[config.mk]
export PLATFORM = sky130hd
export DESIGN_NAME = fast_packet_reassembler_flat
export DESIGN_NICKNAME = d
export VERILOG_FILES = /design/src/rtl/fpr_pkg.sv /design/src/rtl/fpr_ifaces.sv /design/src/rtl/fpr_ctrl.sv /design/src/rtl/fpr_buffer.sv /design/src/rtl/fast_packet_reassembler.sv /design/src/flat_wrapper.sv
export SDC_FILE = /design/constraint.sdc
export NUM_CORES = 2
export LEC_CHECK = 0
export BUFFER_PORTS_ARGS = -buffer_cell sky130_fd_sc_hd__buf_2
export CAP_MARGIN = 40
export CELL_PAD_IN_SITES_DETAIL_PLACEMENT = 2
export CELL_PAD_IN_SITES_GLOBAL_PLACEMENT = 2
export CORE_MARGIN = 4
export CORE_UTILIZATION = 51
export DETAILED_ROUTE_END_ITERATION = 10
export PLACE_DENSITY_LB_ADDON = 0.1
export SLEW_MARGIN = 20
export SYNTH_ARGS = -nofsm -noshare
export SYNTH_HDL_FRONTEND = slang
export SYNTH_HIERARCHICAL = 1
export SYNTH_SLANG_ARGS = --single-unit
[constraint.sdc]
create_clock -name clock -period 12.7 [get_ports clock]
set_input_delay 0.635 -clock clock [delete_from_list [all_inputs] [get_ports clock]]
set_output_delay 0.635 -clock clock [all_outputs]
set_load 0.01 [all_outputs]
[src/rtl/fpr_pkg.sv]
`timescale 1ns / 1ps
// ----------------------------------------------------------------------------
// Fast-packet reassembler package
// Shared status codes, layout constants, structs and the byte locator used by
// the control logic, the message store and the top level.
// ----------------------------------------------------------------------------
package fpr_pkg;

   // Result status codes.
   localparam logic [2:0] ST_IDLE      = 3'd0;
   localparam logic [2:0] ST_STARTED   = 3'd1;
   localparam logic [2:0] ST_CONTINUED = 3'd2;
   localparam logic [2:0] ST_COMPLETED = 3'd3;
   localparam logic [2:0] ST_ABORT     = 3'd4;
   localparam logic [2:0] ST_REFUSED   = 3'd5;

   // Request command codes.
   localparam logic CMD_FRAME = 1'b0;
   localparam logic CMD_READ  = 1'b1;

   // Bytes carried by the first frame and by every later frame.
   localparam int FIRST_BYTES = 6;
   localparam int NEXT_BYTES  = 7;
   localparam int ROW_BITS    = NEXT_BYTES * 8;

   // One row write into the message store.
   typedef struct packed {
      logic                    en;
      logic [5:0]              row;
      logic [NEXT_BYTES-1:0]   ben;
      logic [ROW_BITS-1:0]     data;
   } fpr_wr_type;

   // Result fields produced for one request.
   typedef struct packed {
      logic [2:0] status;
      logic       complete;
      logic [7:0] length;
   } fpr_res_type;

   // Row and column of one message byte in the store.
   typedef struct packed {
      logic [5:0] row;
      logic [2:0] col;
   } fpr_loc_type;

   // Map a byte offset to its row and column. Row 0 holds offsets 0 to 5 and
   // row r holds offsets 6+(r-1)*7 to 12+(r-1)*7. The divide by 7 is a
   // multiply by 293/2048, which is exact for every 8-bit value.
   function automatic fpr_loc_type fpr_locate(input logic [7:0] idx);
      logic [7:0]  x;
      logic [16:0] prod;
      logic [5:0]  q;
      logic [7:0]  r;
      fpr_loc_type loc;
      x    = '0;
      prod = '0;
      q    = '0;
      r    = '0;
      if (idx < 8'(FIRST_BYTES)) begin
         loc.row = '0;
         loc.col = idx[2:0];
      end else begin
         x       = idx - 8'(FIRST_BYTES);
         prod    = 17'(x) * 17'd293;
         q       = prod[16:11];
         r       = x - (8'(q) * 8'(NEXT_BYTES));
         loc.row = q + 6'd1;
         loc.col = r[2:0];
      end
      return loc;
   endfunction

endpackage

[src/rtl/fpr_ifaces.sv]
`timescale 1ns / 1ps
// ----------------------------------------------------------------------------
// Fast-packet reassembler channels
// Valid/ready interfaces for the request channel and the response channel.
// ----------------------------------------------------------------------------

// Request channel: one CAN frame or one byte read per request.
interface fpr_req_if;
   logic        valid;
   logic        ready;
   logic        cmd;
   logic [63:0] frame_bytes;
   logic [7:0]  read_index;

   modport source (output valid, output cmd, output frame_bytes, output read_index,
                   input ready);
   modport sink   (input valid, input cmd, input frame_bytes, input read_index,
                   output ready);
endinterface

// Response channel: one result per request.
interface fpr_rsp_if;
   logic       valid;
   logic       ready;
   logic [2:0] status;
   logic       complete;
   logic [7:0] message_length;
   logic [7:0] read_byte;

   modport source (output valid, output status, output complete,
                   output message_length, output read_byte, input ready);
   modport sink   (input valid, input status, input complete,
                   input message_length, input read_byte, output ready);
endinterface

[src/rtl/fpr_ctrl.sv]
`timescale 1ns / 1ps
// ----------------------------------------------------------------------------
// Fast-packet reassembler control
// Holds the sequence, expected frame counter and recorded length, decides the
// status of each request and builds the row write for the message store.
// ----------------------------------------------------------------------------
module fpr_ctrl
   import fpr_pkg::*;
#(
   parameter int BUFFER_BYTES = 223
) (
   input  logic        clock,
   input  logic        reset,
   input  logic        accept,
   input  logic        cmd,
   input  logic [63:0] frame_bytes,
   output fpr_wr_type  wr,
   output fpr_res_type res
);

   localparam int         ROWS    = BUFFER_BYTES / NEXT_BYTES + 1;
   localparam logic [8:0] BUF_LIM = 9'(BUFFER_BYTES);

   logic [2:0] seq_ff, seq_in;
   logic [5:0] exp_ff, exp_in;
   logic [7:0] len_ff, len_in;

   logic [2:0] head_seq;
   logic [4:0] head_cnt;
   logic [7:0] head_len;
   logic [8:0] base;
   logic [8:0] pos;

   assign head_seq = frame_bytes[7:5];
   assign head_cnt = frame_bytes[4:0];
   assign head_len = frame_bytes[15:8];

   // Frame handling: next state, status and store write.
   always_comb begin
      seq_in       = seq_ff;
      exp_in       = exp_ff;
      len_in       = len_ff;
      res.status   = ST_IDLE;
      res.complete = 1'b0;
      wr.en        = 1'b0;
      wr.row       = '0;
      wr.ben       = '0;
      wr.data      = frame_bytes[63:8];
      base         = 9'(FIRST_BYTES) + (9'(exp_ff) - 9'd1) * 9'(NEXT_BYTES);
      pos          = '0;
      if (cmd == CMD_FRAME) begin
         if (head_cnt == 5'd0) begin
            // First frame restarts assembly.
            seq_in = head_seq;
            exp_in = 6'd1;
            if ({1'b0, head_len} > BUF_LIM) begin
               len_in     = '0;
               res.status = ST_REFUSED;
            end else begin
               len_in     = head_len;
               res.status = ST_STARTED;
               wr.en      = 1'b1;
               wr.ben     = 7'b0111111;
               wr.data    = {8'h00, frame_bytes[63:16]};
            end
         end else if (exp_ff == 6'd0) begin
            res.status = ST_IDLE;
         end else if (exp_ff != {1'b0, head_cnt} || seq_ff != head_seq) begin
            exp_in     = '0;
            len_in     = '0;
            res.status = ST_ABORT;
         end else begin
            // Matching later frame: write the bytes that fall below the length.
            for (int c = 0; c < NEXT_BYTES; c++) begin
               pos       = base + 9'(c);
               wr.ben[c] = (pos < {1'b0, len_ff}) && (pos < BUF_LIM);
            end
            wr.en  = (7'(exp_ff) < 7'(ROWS));
            wr.row = exp_ff;
            if (base + 9'(NEXT_BYTES) >= {1'b0, len_ff}) begin
               exp_in       = '0;
               res.status   = ST_COMPLETED;
               res.complete = 1'b1;
            end else begin
               exp_in     = exp_ff + 6'd1;
               res.status = ST_CONTINUED;
            end
         end
      end
      res.length = len_in;
      wr.en      = wr.en && accept;
   end

   // State registers update only on an accepted request.
   always_ff @(posedge clock) begin
      if (reset) begin
         seq_ff <= '0;
         exp_ff <= '0;
         len_ff <= '0;
      end else if (accept) begin
         seq_ff <= seq_in;
         exp_ff <= exp_in;
         len_ff <= len_in;
      end
   end

   // Checks on the assembly state.
   a_first_arms: assert property (@(posedge clock) disable iff (reset)
      (accept && cmd == CMD_FRAME && head_cnt == 5'd0) |=> (exp_ff == 6'd1))
      else $error("first frame did not arm the next frame");

   a_abort_clears: assert property (@(posedge clock) disable iff (reset)
      (accept && res.status == ST_ABORT) |=> (exp_ff == 6'd0 && len_ff == 8'd0))
      else $error("abort left assembly armed");

   a_len_bound: assert property (@(posedge clock) disable iff (reset)
      ({1'b0, len_ff} <= BUF_LIM))
      else $error("recorded length beyond buffer");

endmodule

[src/rtl/fpr_buffer.sv]
`timescale 1ns / 1ps
// ----------------------------------------------------------------------------
// Fast-packet reassembler message store
// Rows of seven bytes with byte enables; one row write and one registered row
// read per cycle.
// ----------------------------------------------------------------------------
module fpr_buffer
   import fpr_pkg::*;
#(
   parameter int BUFFER_BYTES = 223
) (
   input  logic                clock,
   input  fpr_wr_type          wr,
   input  logic                rd_en,
   input  logic [5:0]          rd_row,
   output logic [ROW_BITS-1:0] rd_data
);

   localparam int ROWS  = BUFFER_BYTES / NEXT_BYTES + 1;
   localparam int ROW_W = (ROWS > 1) ? $clog2(ROWS) : 1;

   logic [ROW_BITS-1:0] mem [ROWS];
   logic [ROW_BITS-1:0] rd_data_ff;

   // Byte-enabled row write.
   always_ff @(posedge clock) begin
      if (wr.en) begin
         for (int c = 0; c < NEXT_BYTES; c++) begin
            if (wr.ben[c]) begin
               mem[wr.row[ROW_W-1:0]][c*8 +: 8] <= wr.data[c*8 +: 8];
            end
         end
      end
   end

   // Registered row read; holds while no read is taken.
   always_ff @(posedge clock) begin
      if (rd_en) begin
         rd_data_ff <= mem[rd_row[ROW_W-1:0]];
      end
   end

   assign rd_data = rd_data_ff;

endmodule

[src/rtl/fast_packet_reassembler.sv]
`timescale 1ns / 1ps
// ----------------------------------------------------------------------------
// Fast-packet reassembler
// Builds one multi-frame fast-packet message from 8-byte CAN payloads and
// returns stored message bytes on read requests.
// ----------------------------------------------------------------------------
//  Channel   Direction  Carries
//  req_if    in         cmd, frame_bytes, read_index
//  rsp_if    out        status, complete, message_length, read_byte
//
//  One request per cycle unless a response stalls; each is answered next cycle.
//  The rate is set by the single row write and row read of the message store.
//  Reset clears the sequence, frame counter and length; stored bytes are not
//  cleared. A stalled response holds its register and stops new requests
//  only while the response register is full and not taken.
// ----------------------------------------------------------------------------
module fast_packet_reassembler
   import fpr_pkg::*;
#(
   parameter int BUFFER_BYTES = 223
) (
   input  logic      clock,
   input  logic      reset,
   fpr_req_if.sink   req_if,
   fpr_rsp_if.source rsp_if
);

   localparam logic [8:0] BUF_LIM = 9'(BUFFER_BYTES);

   logic                accept;
   fpr_wr_type          wr;
   fpr_res_type         res;
   fpr_loc_type         loc;
   logic                in_range;
   logic                rd_en;
   logic [ROW_BITS-1:0] rd_data;

   logic        rsp_valid_ff, rsp_valid_in;
   fpr_res_type res_ff;
   logic        show_ff;
   logic [2:0]  col_ff;

   // Request handshake.
   assign req_if.ready = !rsp_valid_ff || rsp_if.ready;
   assign accept       = req_if.valid && req_if.ready;

   // Read address decode.
   always_comb begin
      loc      = fpr_locate(req_if.read_index);
      in_range = ({1'b0, req_if.read_index} < BUF_LIM);
      rd_en    = accept && (req_if.cmd == CMD_READ) && in_range;
   end

   fpr_ctrl #(
      .BUFFER_BYTES (BUFFER_BYTES)
   ) u_ctrl (
      .clock       (clock),
      .reset       (reset),
      .accept      (accept),
      .cmd         (req_if.cmd),
      .frame_bytes (req_if.frame_bytes),
      .wr          (wr),
      .res         (res)
   );

   fpr_buffer #(
      .BUFFER_BYTES (BUFFER_BYTES)
   ) u_buffer (
      .clock   (clock),
      .wr      (wr),
      .rd_en   (rd_en),
      .rd_row  (loc.row),
      .rd_data (rd_data)
   );

   // Response valid.
   always_comb begin
      rsp_valid_in = rsp_valid_ff;
      if (accept) begin
         rsp_valid_in = 1'b1;
      end else if (rsp_if.ready) begin
         rsp_valid_in = 1'b0;
      end
   end

   always_ff @(posedge clock) begin
      if (reset) begin
         rsp_valid_ff <= 1'b0;
      end else begin
         rsp_valid_ff <= rsp_valid_in;
      end
   end

   // Response payload register.
   always_ff @(posedge clock) begin
      if (accept) begin
         res_ff  <= res;
         show_ff <= (req_if.cmd == CMD_READ) && in_range;
         col_ff  <= loc.col;
      end
   end

   assign rsp_if.valid          = rsp_valid_ff;
   assign rsp_if.status         = res_ff.status;
   assign rsp_if.complete       = res_ff.complete;
   assign rsp_if.message_length = res_ff.length;
   assign rsp_if.read_byte      = show_ff ? rd_data[col_ff*8 +: 8] : 8'h00;

   // Checks on the response path.
   a_accept_gives_rsp: assert property (@(posedge clock) disable iff (reset)
      accept |=> rsp_valid_ff)
      else $error("accepted request produced no response");

   a_complete_status: assert property (@(posedge clock) disable iff (reset)
      rsp_valid_ff |-> (res_ff.complete == (res_ff.status == ST_COMPLETED)))
      else $error("complete flag disagrees with status");

   a_read_status: assert property (@(posedge clock) disable iff (reset)
      (rsp_valid_ff && show_ff) |-> (res_ff.status == ST_IDLE))
      else $error("read response carries a frame status");

   a_refused_len: assert property (@(posedge clock) disable iff (reset)
      (rsp_valid_ff && (res_ff.status == ST_REFUSED || res_ff.status == ST_ABORT))
      |-> (res_ff.length == 8'd0))
      else $error("refused or aborted message kept a length");

endmodule
[src/flat_wrapper.sv]
// flat-port wrapper written by rule: the top's interface ports become plain ports
module fast_packet_reassembler_flat import fpr_pkg::*;
#(
   parameter int BUFFER_BYTES = 223
)
  (clock, reset, req_if_valid, req_if_cmd, req_if_frame_bytes, req_if_read_index, req_if_ready, rsp_if_valid, rsp_if_status, rsp_if_complete, rsp_if_message_length, rsp_if_read_byte, rsp_if_ready);
  fpr_req_if req_if_i ();
  fpr_rsp_if rsp_if_i ();
  input  logic clock;
  input  logic reset;
  input wire logic [$bits(req_if_i.valid)-1:0] req_if_valid;
  input wire logic [$bits(req_if_i.cmd)-1:0] req_if_cmd;
  input wire logic [$bits(req_if_i.frame_bytes)-1:0] req_if_frame_bytes;
  input wire logic [$bits(req_if_i.read_index)-1:0] req_if_read_index;
  output wire logic [$bits(req_if_i.ready)-1:0] req_if_ready;
  output wire logic [$bits(rsp_if_i.valid)-1:0] rsp_if_valid;
  output wire logic [$bits(rsp_if_i.status)-1:0] rsp_if_status;
  output wire logic [$bits(rsp_if_i.complete)-1:0] rsp_if_complete;
  output wire logic [$bits(rsp_if_i.message_length)-1:0] rsp_if_message_length;
  output wire logic [$bits(rsp_if_i.read_byte)-1:0] rsp_if_read_byte;
  input wire logic [$bits(rsp_if_i.ready)-1:0] rsp_if_ready;
  assign req_if_i.valid = req_if_valid;
  assign req_if_i.cmd = req_if_cmd;
  assign req_if_i.frame_bytes = req_if_frame_bytes;
  assign req_if_i.read_index = req_if_read_index;
  assign req_if_ready = req_if_i.ready;
  assign rsp_if_valid = rsp_if_i.valid;
  assign rsp_if_status = rsp_if_i.status;
  assign rsp_if_complete = rsp_if_i.complete;
  assign rsp_if_message_length = rsp_if_i.message_length;
  assign rsp_if_read_byte = rsp_if_i.read_byte;
  assign rsp_if_i.ready = rsp_if_ready;
  fast_packet_reassembler #(.BUFFER_BYTES(BUFFER_BYTES)) u_core (.clock(clock), .reset(reset), .req_if(req_if_i), .rsp_if(rsp_if_i));
endmodule
==> out/results.tsv, run 1 <==
stage	metric	value	unit
placed_design	dp_hpwl	188000	um
synthesis	syn_inst	5067	
floorplan	io-pin-count	99	
floorplan	die_h	402	um
synthesis	synth.avg_cell_area	15.7	sq um
floorplan	die_w	402	um
floorplan	num_rows	144	
floorplan	start_util	0.514	
placed_design	portBuffers	98	
status	outcome	did not finish	
status	failed_stage	detailed placement (3_5_place_dp)	
synthesis	syn_nets	5267	
status	firstError	[ERROR DPL-0033] detailed placement checks failed during check placement.	
placed_design	place.gp.congestion	0.825	
synthesis	syn_area	0.0793	sq mm
synthesis	ys.warnings.count	6	
==> metrics by stage <==
step	setup slack, ns	instance area (sq um)	hold WS [ns]	std cells
floorplan	6.63	79300	0.465	5067
global placement	4.34	81600	0.473	7023
==> run 2, diff against run 1 <==
Settings changed: CELL_PAD_IN_SITES_DETAIL_PLACEMENT 2 to unset, CELL_PAD_IN_SITES_GLOBAL_PLACEMENT 2 to unset, CORE_UTILIZATION 51 to 40, PLACE_DENSITY_LB_ADDON 0.1 to 0.15.
==> run 2 against run 1 <==
Net effect: the flow now finishes without violations; synthesized area did not move; synthesized cell count unchanged.
==> out/results.tsv, run 2 <==
stage	metric	value	unit
clock_tree	cts_inserted_buffers	193	
detailed_routing	wl	227000	um
timing	min_period	7.41	ns
finish	multi_input_area	0.0211	sq mm
timing	max_slew.worst_pin.slew	1.06	ns
finish	fin_area	0.0894	sq mm
worst_setup_path	critPathArrivalTime	7.94	ns
worst_setup_path	cp_slowest_cell	buf_4	
clock_tree	cts_sinks	1882	
power_and_ir_drop	power.share.sequential	0.298	
detailed_routing	drc	0	
floorplan	core_area	0.197	sq mm
worst_setup_path	cp-end-kind	flop	
worst_setup_path	ff2ff_path_depth	22	
placed_design	postPlaceCellArea	0.0829	sq mm
power_and_ir_drop	power.density	274	mW/mm^2
clock_tree	cts_hold_buf	0	
grt	grt_pass1_wl	323000	um
worst_setup_path	cp.required	13.24	ns
power_and_ir_drop	power.leakage	0.0313	uW
synthesis	synth.avg_cell_area	15.7	sq um
placed_design	place.gp.congestion	0.852	
clock_tree	cts_root_buf	clkbuf_16	
grt	grtUsageTotal	0.217	
floorplan	io-pin-count	99	
clock_tree	clk_latency	0.84	ns
worst_setup_path	startpoint	req_if_read_index[5]	
grt	globalRouteOverflowTotal	0	
placed_design	dp.cells	7671	
finish	largest_register_ffs	1792	
grt	grt_max_degree	135	
floorplan	die_h	453	um
worst_setup_path	regToRegStartpoint	u_core/u_ctrl/exp_ff[1]	
detailed_routing	antenna_left	0	
placed_design	dp_hpwl	145000	um
grt	antenna_found_initial	11	
clock_tree	htreeDepth	4	
detailed_routing	post_drt_wl_per_cell	28.1	um
detailed_routing	drt_iter0_drc	4333	
worst_setup_path	crit_path_end	u_core/u_buffer/rd_data[25]	
synthesis	syn_nets	5267	
timing	grt_setup_unrepaired	no	
timing	clock.fmax	0.135	GHz
min_path	min_path_type	primary input to flop	
finish	area_growth	12.6	%
floorplan	dieArea	0.206	sq mm
timing	finalClockSkew	0.0502	ns
finish	nNetsFinal	5474	
grt	grt_pass1_vias	43236	
timing	report.final.hold_viol_count	0	
clock_tree	cts_tree	built	
synthesis	ys.warnings.count	6	
worst_setup_path	worstSetupStartpointType	primary input	
worst_setup_path	r2r-end	u_core/u_buffer/mem[25][35]	
run	drv_cap	0	
worst_setup_path	reg2reg_slack	5.58	ns
finish	final_cell_mix	1,864 x edfxtp_1, 905 x mux2i_1, 384 x nand2_1	
placed_design	portBuffers	98	
finish	fill_cells	17236	
finish	fin_cells	8081	
power_and_ir_drop	p_int	14400	uW
worst_setup_path	slowest_delay	0.65	ns
timing	fin_setup_tns	0	ns
synthesis	syn_area	0.0793	sq mm
clock_tree	cts.clk_slew.worst_paths	0.06	ns
finish	drive_above_1_share	0.116	
power_and_ir_drop	switching_share	0.412	
timing	fin_crit_sh	0.583	
worst_setup_path	critPathKind	primary input to flop	
clock_tree	clock_path_buffers	3	
synthesis	syn_inst	5067	
power_and_ir_drop	p_comb_frac	0.479	
finish	seqCellArea	0.0563	sq mm
power_and_ir_drop	clkPwrFrac	0.223	
clock_tree	cts.repair.resized	0	
detailed_routing	via_per_inst	5.54	
floorplan	num_rows	163	
floorplan	die_w	453	um
detailed_routing	dr_total_vias	44748	
floorplan	start_util	0.402	
power_and_ir_drop	vdd_ir_drop_max	0.000656	V
detailed_routing	firstDrtPassIters	6	
worst_setup_path	worst_path_most_repeated_cell	ha_1	
power_and_ir_drop	power.switching	10100	uW
clock_tree	postCtsSetupBuffers	0	
status	outcome	finished clean	
timing	slew_viol_final	0	
worst_setup_path	crit_fanout	60	
timing	max-slew-margin-rel	0.290	
timing	setup_viol_count_final	0	
finish	final_common_cell	edfxtp_1	
==> run 2: layout make-up <==
cell class,count,area share
sequential,1882,0.630
inverter,38,0.00168
multi-input combinational,2850,0.236
tap,2640,0.0370
timing repair buffer,309,0.0273
antenna,4,0.000112
clock buffer,250,0.0574
clock inverter,108,0.00995
==> run 2: stage by stage <==
| stage | utilization | power [uW] | hold WS [ns] | setup slack [ns] |
|---|---|---|---|---|
| 2_1_floorplan | - | 15600 | 0.465 | 6.63 |
| 3_3_place_gp | 0.418 | 19000 | 0.474 | 4.52 |
| 3_5_place_dp | 0.420 | 19100 | 0.482 | 4.38 |
| 4_1_cts | 0.451 | 24600 | 0.00316 | 5.12 |
| 5_1_grt | 0.453 | 25500 | 0.0643 | 4.95 |
| 6_report | 0.453 | 24500 | 0.0687 | 5.29 |
==> run 2: power groups by stage <==
stage                     logic (uW)  clock network, uW  registers (uW)
after CTS                      11700               5560            7290
final                          11700               5440            7290
after global placement         11600                  0            7420
after floorplan                 8350                  0            7270
after detailed placement       11700                  0            7410
after global routing           12400               5820            7290
==> run 2: worst min-delay path by stage <==
stage / from / to / slack (ns) / depth (start not counted)
5_1_grt: req_if_valid / u_core/rsp_if.valid / 0.06 / 3
3_5_place_dp: u_core/u_ctrl/seq_ff[1] / u_core/u_ctrl/seq_ff[1] / 0.48 / 2
2_1_floorplan: u_core/u_ctrl/seq_ff[0] / u_core/u_ctrl/seq_ff[0] / 0.47 / 2
4_1_cts: req_if_valid / u_core/rsp_if.valid / 0.003 / 3
6_report: req_if_valid / u_core/rsp_if.valid / 0.07 / 3
3_3_place_gp: u_core/u_ctrl/seq_ff[0] / u_core/u_ctrl/seq_ff[0] / 0.47 / 2
==> run 2: routing by layer <==
| layer | vias to the layer above | GRT usage | share of wire |
|---|---|---|---|
| li1 | 20016 | - | - |
| met1 | 22990 | 0.308 | 0.44 |
| met2 | 1455 | 0.345 | 0.47 |
| met3 | 287 | 0.0371 | 0.063 |
| met4 | 0 | 0.0636 | 0.029 |
| met5 | - | 0 | 0 |
==> run 2: critical path: cells and delay by family <==
kind	cells	cell delay, ns
xor+xnor	4	1.01
simple gates	8	1.97
compound gates	3	0.89
buf+inv	4	1.51
fa+ha+maj	6	1.82
Power figures use the tool's default switching activity.
